## src/rtl/core/csu_pkg.sv

```systemverilog
// Package of types, codes and decode functions for the capability string unescaper.
`default_nettype none

package csu_pkg;

    localparam int QDepth = 4;
    localparam int QPtrW  = $clog2(QDepth);
    localparam int QCntW  = $clog2(QDepth + 1);

    localparam logic [7:0] ChZero   = 8'h00;
    localparam logic [7:0] ChQuote  = 8'h22;
    localparam logic [7:0] ChColon  = 8'h3A;
    localparam logic [7:0] ChCaret  = 8'h5E;
    localparam logic [7:0] ChBslash = 8'h5C;
    localparam logic [7:0] ChDigit0 = 8'h30;
    localparam logic [7:0] ChDigit9 = 8'h39;
    localparam logic [7:0] CtrlMask = 8'h1F;

    typedef enum logic [2:0] {
        MODE_NORMAL = 3'd0,
        MODE_CARET  = 3'd1,
        MODE_ESC    = 3'd2,
        MODE_OCT1   = 3'd3,
        MODE_OCT2   = 3'd4,
        MODE_DONE   = 3'd5
    } t_mode;

    typedef struct packed {
        logic [7:0] data;
        logic       last;
    } t_res;

    typedef struct packed {
        logic       emit;
        t_res       res;
        t_mode      mode;
        logic       quotes;
        logic       seg;
    } t_norm;

    typedef struct packed {
        logic       hit;
        logic [7:0] data;
    } t_esc;

    // Decoding of one byte in normal mode.
    function automatic t_norm decode_normal(input logic [7:0] b, input logic seg,
                                            input logic quotes);
        t_norm r;
        r.emit     = 1'b0;
        r.res.data = b;
        r.res.last = 1'b0;
        r.mode     = MODE_NORMAL;
        r.quotes   = quotes;
        r.seg      = 1'b0;
        if (seg && !quotes && b == ChQuote) begin
            r.quotes = 1'b1;
        end else if (b == ChZero) begin
            r.emit     = 1'b1;
            r.res.data = ChZero;
            r.res.last = 1'b1;
            r.mode     = MODE_DONE;
        end else if (quotes && b == ChQuote) begin
            r.quotes = 1'b0;
            r.seg    = 1'b1;
        end else if (!quotes && b == ChColon) begin
            r.emit     = 1'b1;
            r.res.data = ChZero;
            r.res.last = 1'b1;
            r.mode     = MODE_DONE;
        end else if (b == ChCaret) begin
            r.mode = MODE_CARET;
        end else if (b == ChBslash) begin
            r.mode = MODE_ESC;
        end else begin
            r.emit = 1'b1;
        end
        return r;
    endfunction

    // Mapping of the byte that follows a backslash.
    function automatic t_esc escape_map(input logic [7:0] b);
        t_esc r;
        r.hit  = 1'b1;
        r.data = b;
        unique case (b)
            8'h45:   r.data = 8'h1B;
            8'h5E:   r.data = b;
            8'h5C:   r.data = b;
            8'h3A:   r.data = b;
            8'h6E:   r.data = 8'h0A;
            8'h72:   r.data = 8'h0D;
            8'h74:   r.data = 8'h09;
            8'h62:   r.data = 8'h08;
            8'h66:   r.data = 8'h0C;
            8'h22:   r.data = b;
            default: r.hit  = 1'b0;
        endcase
        return r;
    endfunction

endpackage

`default_nettype wire

```

## src/rtl/core/capability_string_unescaper.sv

```systemverilog
// Top level of the capability string unescaper: input register, decoder and result queue.
//
//  Channel | Direction | tdata           | tuser / tlast
//  s       | in        | [7:0] in_byte   | tuser[0] first
//  m       | out       | [7:0] out_byte  | tlast last
//
// One byte is accepted per cycle while the input side is not held; its results pass
// through the input register into the result queue, which holds four results.
// A byte with two results drains at the output one result per cycle while it is ready.
// Reset is synchronous and active low and returns the decoder to normal mode.
// The input register is released only while the queue has room for two results,
// so under an output stall the input side is held once three results are waiting.
`default_nettype none

module capability_string_unescaper (
    input  wire logic       i_clk,
    input  wire logic       i_rst_n,
    input  wire logic       i_s_tvalid,
    output logic            o_s_tready,
    input  wire logic [7:0] i_s_tdata,   // [7:0] in_byte
    input  wire logic       i_s_tuser,   // [0] first
    output logic            o_m_tvalid,
    input  wire logic       i_m_tready,
    output logic [7:0]      o_m_tdata,   // [7:0] out_byte
    output logic            o_m_tlast
);

    logic                       r_in_valid;
    logic [7:0]                 r_in_byte;
    logic                       r_in_first;

    csu_pkg::t_mode             r_mode, n_mode;
    logic                       r_quotes, n_quotes;
    logic                       r_seg, n_seg;
    logic [9:0]                 r_acc, n_acc;

    csu_pkg::t_res              r_q [csu_pkg::QDepth];
    logic [csu_pkg::QPtrW-1:0]  r_wr_ptr, r_rd_ptr;
    logic [csu_pkg::QCntW-1:0]  r_count, n_count;

    logic                       w_proc, w_pop, w_take;
    logic                       w_push0, w_push1;
    csu_pkg::t_res              w_res0, w_res1;
    csu_pkg::t_mode             w_mode_c;
    logic                       w_quotes_c, w_seg_c;
    logic [9:0]                 w_acc_c, w_acc_dig;
    logic                       w_digit;
    csu_pkg::t_norm             w_nr;
    csu_pkg::t_esc              w_esc;
    logic [csu_pkg::QPtrW-1:0]  w_wr_ptr1;

    assign w_proc     = r_in_valid && (r_count <= csu_pkg::QCntW'(csu_pkg::QDepth - 2));
    assign o_s_tready = !r_in_valid || w_proc;
    assign w_take     = i_s_tvalid && o_s_tready;
    assign o_m_tvalid = (r_count != '0);
    assign w_pop      = o_m_tvalid && i_m_tready;
    assign o_m_tdata  = r_q[r_rd_ptr].data;
    assign o_m_tlast  = r_q[r_rd_ptr].last;
    assign w_wr_ptr1  = r_wr_ptr + 1'b1;

    always_comb begin
        w_mode_c   = r_in_first ? csu_pkg::MODE_NORMAL : r_mode;
        w_quotes_c = r_in_first ? 1'b0 : r_quotes;
        w_seg_c    = r_in_first ? 1'b1 : r_seg;
        w_acc_c    = r_in_first ? 10'd0 : r_acc;
        w_digit    = (r_in_byte >= csu_pkg::ChDigit0) && (r_in_byte <= csu_pkg::ChDigit9);
        w_acc_dig  = {w_acc_c[6:0], 3'b000} | {6'd0, r_in_byte[3:0]};
        w_nr       = csu_pkg::decode_normal(r_in_byte, w_seg_c, w_quotes_c);
        w_esc      = csu_pkg::escape_map(r_in_byte);

        n_mode   = w_mode_c;
        n_quotes = w_quotes_c;
        n_seg    = w_seg_c;
        n_acc    = w_acc_c;
        w_push0  = 1'b0;
        w_push1  = 1'b0;
        w_res0   = w_nr.res;
        w_res1   = w_nr.res;

        unique case (w_mode_c)
            csu_pkg::MODE_NORMAL: begin
                w_push0  = w_nr.emit;
                n_mode   = w_nr.mode;
                n_quotes = w_nr.quotes;
                n_seg    = w_nr.seg;
            end
            csu_pkg::MODE_CARET: begin
                w_push0     = 1'b1;
                w_res0.data = r_in_byte & csu_pkg::CtrlMask;
                w_res0.last = 1'b0;
                n_mode      = csu_pkg::MODE_NORMAL;
            end
            csu_pkg::MODE_ESC: begin
                if (!w_esc.hit && w_digit) begin
                    n_acc  = {6'd0, r_in_byte[3:0]};
                    n_mode = csu_pkg::MODE_OCT1;
                end else begin
                    w_push0     = 1'b1;
                    w_res0.data = w_esc.data;
                    w_res0.last = 1'b0;
                    n_mode      = csu_pkg::MODE_NORMAL;
                end
            end
            csu_pkg::MODE_OCT1, csu_pkg::MODE_OCT2: begin
                if (w_digit) begin
                    n_acc = w_acc_dig;
                    if (w_mode_c == csu_pkg::MODE_OCT1) begin
                        n_mode = csu_pkg::MODE_OCT2;
                    end else begin
                        w_push0     = 1'b1;
                        w_res0.data = w_acc_dig[7:0];
                        w_res0.last = 1'b0;
                        n_mode      = csu_pkg::MODE_NORMAL;
                    end
                end else begin
                    w_push0     = 1'b1;
                    w_res0.data = w_acc_c[7:0];
                    w_res0.last = 1'b0;
                    w_push1     = w_nr.emit;
                    n_mode      = w_nr.mode;
                    n_quotes    = w_nr.quotes;
                    n_seg       = w_nr.seg;
                end
            end
            default: begin
                n_mode = csu_pkg::MODE_DONE;
            end
        endcase

        if (!w_proc) begin
            w_push0 = 1'b0;
            w_push1 = 1'b0;
        end
        n_count = r_count + csu_pkg::QCntW'(w_push0) + csu_pkg::QCntW'(w_push1)
                  - csu_pkg::QCntW'(w_pop);
    end

    always_ff @(posedge i_clk) begin
        if (!i_rst_n) begin
            r_in_valid <= 1'b0;
            r_mode     <= csu_pkg::MODE_NORMAL;
            r_quotes   <= 1'b0;
            r_seg      <= 1'b1;
            r_acc      <= 10'd0;
            r_wr_ptr   <= '0;
            r_rd_ptr   <= '0;
            r_count    <= '0;
        end else begin
            if (o_s_tready) begin
                r_in_valid <= i_s_tvalid;
            end
            if (w_proc) begin
                r_mode   <= n_mode;
                r_quotes <= n_quotes;
                r_seg    <= n_seg;
                r_acc    <= n_acc;
            end
            if (w_push0 && w_push1) begin
                r_wr_ptr <= r_wr_ptr + 2'd2;
            end else if (w_push0) begin
                r_wr_ptr <= w_wr_ptr1;
            end
            if (w_pop) begin
                r_rd_ptr <= r_rd_ptr + 1'b1;
            end
            r_count <= n_count;
        end
    end

    always_ff @(posedge i_clk) begin
        if (w_take) begin
            r_in_byte  <= i_s_tdata;
            r_in_first <= i_s_tuser;
        end
        if (w_push0) begin
            r_q[r_wr_ptr] <= w_res0;
        end
        if (w_push1) begin
            r_q[w_wr_ptr1] <= w_res1;
        end
    end

    a_count_range: assert property (@(posedge i_clk) disable iff (!i_rst_n)
        r_count <= csu_pkg::QCntW'(csu_pkg::QDepth))
        else $error("result queue count out of range");

    a_hold_input: assert property (@(posedge i_clk) disable iff (!i_rst_n)
        (r_in_valid && !w_proc) |=> (r_in_valid && $stable(r_in_byte)))
        else $error("pending input byte lost while the queue was full");

    a_done_after_last: assert property (@(posedge i_clk) disable iff (!i_rst_n)
        (w_push0 && w_res0.last) |=> (r_mode == csu_pkg::MODE_DONE))
        else $error("decoder did not finish after the terminating zero");

endmodule

`default_nettype wire

```

## config.mk

```make
export PLATFORM = sky130hd
export DESIGN_NAME = capability_string_unescaper
export DESIGN_NICKNAME = d
export VERILOG_FILES = /design/src/rtl/core/csu_pkg.sv /design/src/rtl/core/capability_string_unescaper.sv
export SDC_FILE = /design/constraint.sdc
export NUM_CORES = 1
export LEC_CHECK = 0
export BUFFER_PORTS_ARGS = -buffer_cell sky130_fd_sc_hd__buf_4
export CORE_ASPECT_RATIO = 1.2
export CORE_MARGIN = 8
export CORE_UTILIZATION = 30
export CTS_BUF_LIST = sky130_fd_sc_hd__clkbuf_4 sky130_fd_sc_hd__clkbuf_8
export CTS_CLUSTER_SIZE = 30
export DETAILED_ROUTE_END_ITERATION = 7
export PLACE_DENSITY = 0.52
export SYNTH_ARGS = -nofsm -noshare
export SYNTH_HDL_FRONTEND = slang
export SYNTH_SLANG_ARGS = --single-unit
```

## constraint.sdc

```tcl
create_clock -name i_clk -period 3.1 [get_ports i_clk]
set_input_delay 0.155 -clock i_clk [delete_from_list [all_inputs] [get_ports i_clk]]
set_output_delay 0.155 -clock i_clk [all_outputs]
set_load 0.005 [all_outputs]
```

Word-level counts from Yosys, hierarchy flattened
Memories as Yosys holds them, arrays and structs flattened. A register that Yosys moved wholly into a read port is not among the register bits.
Index checks and enable logic that the tools add are counted.
{"block": "word_totals", "reg_bits": 32, "ramBits": 36, "in_bits": 13, "out_inout_bits": 11, "elab_cells": 106, "mem_count": 1}
{"memory": "r_q", "depth": 4, "width": 9, "read_ports": 1, "rd_ports_with_merged_regs": 1, "wr": 2, "line_no": "capability_string_unescaper.sv:37", "rtl": "csu_pkg::t_res r_q [csu_pkg::QDepth];"}
{"block": "op_classes", "add_sub_neg": 6, "magnitude_cmp": 3, "n_eq_ne": 14, "mux": 51, "n_bitwise": 1, "reduce_logical": 20}
{"cell": "$eq 8x7->1 const B", "n": 8}
{"cell": "$pmux 8 s6", "n": 1}
{"cell": "$mux 13", "n": 3}
{"cell": "$mux 9", "n": 4}
{"cell": "$mux 10", "n": 3}
{"cell": "$pmux 9 s3", "n": 1}
{"cell": "$mux 1", "n": 21}
{"cell": "$pmux 10 s2", "n": 1}
{"cell": "$mux 2", "n": 9}
{"cell": "$eq 8x6->1 const B", "n": 2}
{"cell": "$mux 3", "n": 4}
{"cell": "$pmux 3 s4", "n": 1}
{"cell": "$logic_and 1x1->1", "n": 10}
{"cell": "$or 10x4->10", "n": 1}
{"cell": "$reduce_or 10->1", "n": 1}
{"cell": "$ge 8x6->1 const B", "n": 1}
{"cell": "$le 8x6->1 const B", "n": 1}
{"cell": "$logic_not 8->1", "n": 1}
{"cell": "$add 3x1->3", "n": 2}
{"cell": "$eq 3x2->1 const B", "n": 2}
{"cell": "$add 2x1->2 const B", "n": 2}
{"cell": "$pmux 1 s2", "n": 2}
{"cell": "$pmux 1 s4", "n": 1}
{"cell": "$eq 3x1->1 const B", "n": 1}
{"cell": "10 further kinds", "n": 12}

Logic depth before layout (Yosys ltp)
{"block": "depth", "depth_word": 12, "mapped_depth": 14, "mapped_depth_nobuf": 13}

Worst setup path before layout
OpenSTA, ideal clock, no wires.
{"block": "synth_timing", "path_kind": "register to register", "startpoint": "register r_in_first", "endpoint": "register r_count[2] in the netlist's numbering", "arrival_time_ps": 3007, "path_slack_ps": -35, "stages_incl_launch_ff": 13, "n_path_buf": 1, "path_cell_list": "edfxtp_1 -> buf_2 -> o21ba_1 -> o211a_2 -> or3_1 -> a21oi_1 -> inv_1 -> ha_1 -> inv_1 -> fa_1 -> fa_1 -> xor2_1 -> nor2_1"}
{"block": "synth_between", "elab_chain_cells": 12}
{"item": "from (decl)", "line_no": "capability_string_unescaper.sv:30", "rtl": "logic r_in_first;"}
{"item": "from (signal assigned)", "line_no": "capability_string_unescaper.sv:173", "rtl": "r_in_first <= i_s_tuser;"}
{"item": "$mux 1", "line_no": "capability_string_unescaper.sv:63", "rtl": "w_quotes_c = r_in_first ? 1'b0 : r_quotes;"}
{"item": "$logic_not 1->1", "line_no": "csu_pkg.sv:56, csu_pkg.sv:66"}
{"item": "$logic_and 1x1->1", "line_no": "csu_pkg.sv:66", "rtl": "end else if (!quotes && b == ChColon) begin"}
{"item": "$mux 1", "line_no": "csu_pkg.sv:66"}
{"item": "$mux 13", "line_no": "csu_pkg.sv:63", "rtl": "end else if (quotes && b == ChQuote) begin"}
{"item": "$mux 13", "line_no": "csu_pkg.sv:58", "rtl": "end else if (b == ChZero) begin"}
{"item": "$mux 13", "line_no": "csu_pkg.sv:56", "rtl": "if (seg && !quotes && b == ChQuote) begin"}
{"item": "$pmux 1 s4 / $mux 1 (equally long branches)", "line_no": "capability_string_unescaper.sv:80, capability_string_unescaper.sv:105"}
{"item": "$mux 1, on equally long branches", "line_no": "capability_string_unescaper.sv:130, capability_string_unescaper.sv:80"}
{"item": "$add 3x1->3 / $mux 1 (equally long branches)", "line_no": "capability_string_unescaper.sv:134, capability_string_unescaper.sv:130"}
{"item": "$add 3x1->3 *", "line_no": "capability_string_unescaper.sv:134", "rtl": "n_count = r_count + csu_pkg::QCntW'(w_push0) + csu_pkg::QCntW'(w_push1)"}
{"item": "$sub 3x1->3 *", "line_no": "capability_string_unescaper.sv:135", "rtl": "- csu_pkg::QCntW'(w_pop);"}
{"item": "to (signal assigned)", "line_no": "capability_string_unescaper.sv:166", "rtl": "r_count <= n_count;"}
{"item": "to (decl)", "line_no": "capability_string_unescaper.sv:39", "rtl": "logic [csu_pkg::QCntW-1:0] r_count, n_count;"}
Every way passes the cells marked *; elsewhere a longest branch is shown, timed or not.
A chain may end at the register's enable or synchronous reset.

Worst setup path after layout
Same ends and word-level chain as after synthesis.

==> results.txt <==
clock latency at the later pin of the worst-skew pair: 360 ps
total congestion overflow: 0
Max-Slew Margin vs Limit: 33.7%
Inserted Diodes: 0
WL final: 12600 um
H-Tree Depth: 3
root buffer cell: clkbuf_8
pwr/cell area: 593 nW/um2
Post-synth ARST share: 0%
fin crit share: 95.0%
Synth top area share: 32.5%
Crit. End Element: register
Finished Cell Area: 5090 um2
flop and latch count out of synthesis: 68
Slowest-stage cell, CP: edfxtp_1
Post-Synthesis Net Count: 422
core box area: 13700 um2
# placed instances: 612
Die Y: 145 um
slowest stage delay, CP: 440 ps
DR pass1 iterations: 4
synthesized area: 4160 um2
final estimated routing congestion in global placement: 0.898
IO Pins: 24
mean post-synth cell area: 10.4 um2
final antenna-violating net count: 0
synth-to-layout area growth: 22.3%
Synth Instances: 401
nets@finish: 482
Clock Tree Buf Depth: 2
chip width: 124 um
RSZ-0062 raised after global routing: no
Clock Sinks: 68
Total GRT Usage: 14.4%
# rows: 47
Leak: 1.82 nW
number of synthesized flops with an enable pin: 45
Layout Cells excl Fill: 637
Post-DP HPWL: 9590 um
Distinct cells, synth: 72
register area share after synthesis: 43.5%
Vias: 3516
fraction of layout cells with a size suffix above 1: 27.5%
Setup Total Neg Slack: 0 ps
f_max: 0.340 GHz
final setup vio count: 0
initial antenna violation count: 0
Worst-path clk slew: 80 ps
Starting Density: 30.4%
drt initial violations: 158
worst hold path class: input port to register
crit path launch type: register
leading area contributor after synthesis: edfxtp_1
global-route wire length before repair: 19900 um
final hold vios: 0
Crit Path Max Fanout: 4
warnings from Yosys: 0
TritonCTS Buffers: 9
VDD IR max: 0.215 mV
Req. time, crit path: 3330 ps
worst path cell trace: o21ba_1 -> o211a_2 -> or3_4 -> a21oi_2 -> inv_1 -> ha_1 -> inv_1 -> fa_1 -> fa_1 -> xor2_1 -> nor2_1
TritonCTS clock tree: done
drt via density: 5.52
largest net degree at the start of global routing: 20
Final Max Tran Viols: 0
largest delay contributor family on the critical path: adder cells
Avg WL per Cell: 19.8 um
Worst Clk Skew: 11.9 ps
Post-CTS Setup Bufs: 0
most common cell in the netlist: edfxtp_1
minimum clock period: 2940 ps
Worst Path Arrival: 3170 ps
PortBufs: 23
Bufs and invs on worst path: 2
status: completed
CP Class: register to register
vias in the first global route: 3540
max-cap viol count: 0
layout filler cell count: 1415
Die Area: 17900 um2
Post-synth top cells: 45 x edfxtp_1, 31 x nor2_1, 25 x a21oi_1, 23 x dfxtp_1
main area contributors after synthesis: edfxtp_1 32%, dfxtp_1 11%, mux4_2 4.9%
Placement Cell Area: 4770 um2
DRC: 0
Synth Flop Type: edfxtp_1
worst slew pin tran: 984 ps
-- final timing paths --
path                     from          end  slack (ps)  depth (start not counted)
setup / recovery   r_in_first   r_count[2]         160                         11
hold / removal     i_s_tvalid   r_in_valid          40                          3
setup reg to reg   r_in_first   r_count[2]         160                         11
hold reg to reg   r_wr_ptr[0]  r_wr_ptr[0]         500                          2
-- registers in the layout (all words and copies together), names as in the netlist, 2 cells and up, named ones only --
register   count
r_count        3
r_mode         3
r_rd_ptr       2
r_wr_ptr       2
r_in_byte      8
r_q           36
r_acc          8
-- report_power, final --
| part | leakage [nW] | internal [mW] | switching [mW] |
|---|---|---|---|
| sequential | 0.601 | 1.10 | 0.0971 |
| combinational | 1.12 | 0.470 | 0.506 |
| clock | 0.106 | 0.457 | 0.382 |
| total | 1.82 | 2.03 | 0.986 |
-- stage by stage --
stage	total power, mW	hold slack [ps]	setup WS [ps]	util (%)
after global placement	2.18	334	123	34.8
after CTS	3.04	35.5	60.6	37.1
after floorplan	1.82	254	50.2	-
final	3.02	42.9	155	37.2
after global routing	3.19	63.7	23.8	37.2
after detailed placement	2.19	334	83.6	34.8
-- cell type report --
class | instances | area [um2] | area share, %
Multi-Input combinational cell | 286 | 2160 | 42.4
Sequential cell | 68 | 1810 | 35.6
Timing Repair Buffer | 80 | 623 | 12.2
Tap cell | 171 | 214 | 4.20
Clock buffer | 9 | 124 | 2.43
Clock inverter | 7 | 97.6 | 1.92
Inverter | 16 | 60.1 | 1.18
-- logic make-up after synthesis --
kind of cell	synth area share, %
compound gates	22.1
simple gates	18.3
flops	43.5
buf+inv	4.96
mux	7.27
fa+ha+maj	2.76
xor+xnor	1.05
-- placed cells by master, fill, tap and decap left out, types with 4 or more instances in the layout --
cell type,count
buf_4,71
a31o_2,4
edfxtp_1,45
ha_1,6
nor3_1,6
nand3_1,5
o221ai_1,4
a31oi_1,9
and4bb_2,4
a21oi_1,24
a22oi_1,9
a21o_1,5
and2_1,5
or2_2,4
dfxtp_1,23
nand2_1,16
clkbuf_8,9
dlygate4sd3_1,9
o21ai_0,14
nor4_1,5
nand2_2,4
nor2b_1,7
inv_1,16
a21boi_0,4
mux2_1,8
mux4_2,9
a211oi_1,7
nand4_1,9
o2bb2ai_1,8
o21a_1,4
nor2_1,31
o22ai_1,12
-- per-layer routing --
metal  wire [um]  GRT usage (%)  part of all wire [%]
met1        5360           17.1                    42
met2        6510           25.0                    52
met3         381           1.71                   3.0
met4         371           7.06                   2.9
met5           0              0                     0
-- worst min-delay path, stage by stage --
cell and delay (ps):
buf_4 70, inv_1 40, a21oi_1 100
-- repair_timing --
item                                    4_1_cts  5_1_grt
endpoints found under the setup margin        0        1
hold buffers                                  9        0
endpoints found under the hold margin         9        0
resized for setup                             0        2
No activity file was read; power rests on OpenSTA's default activity.
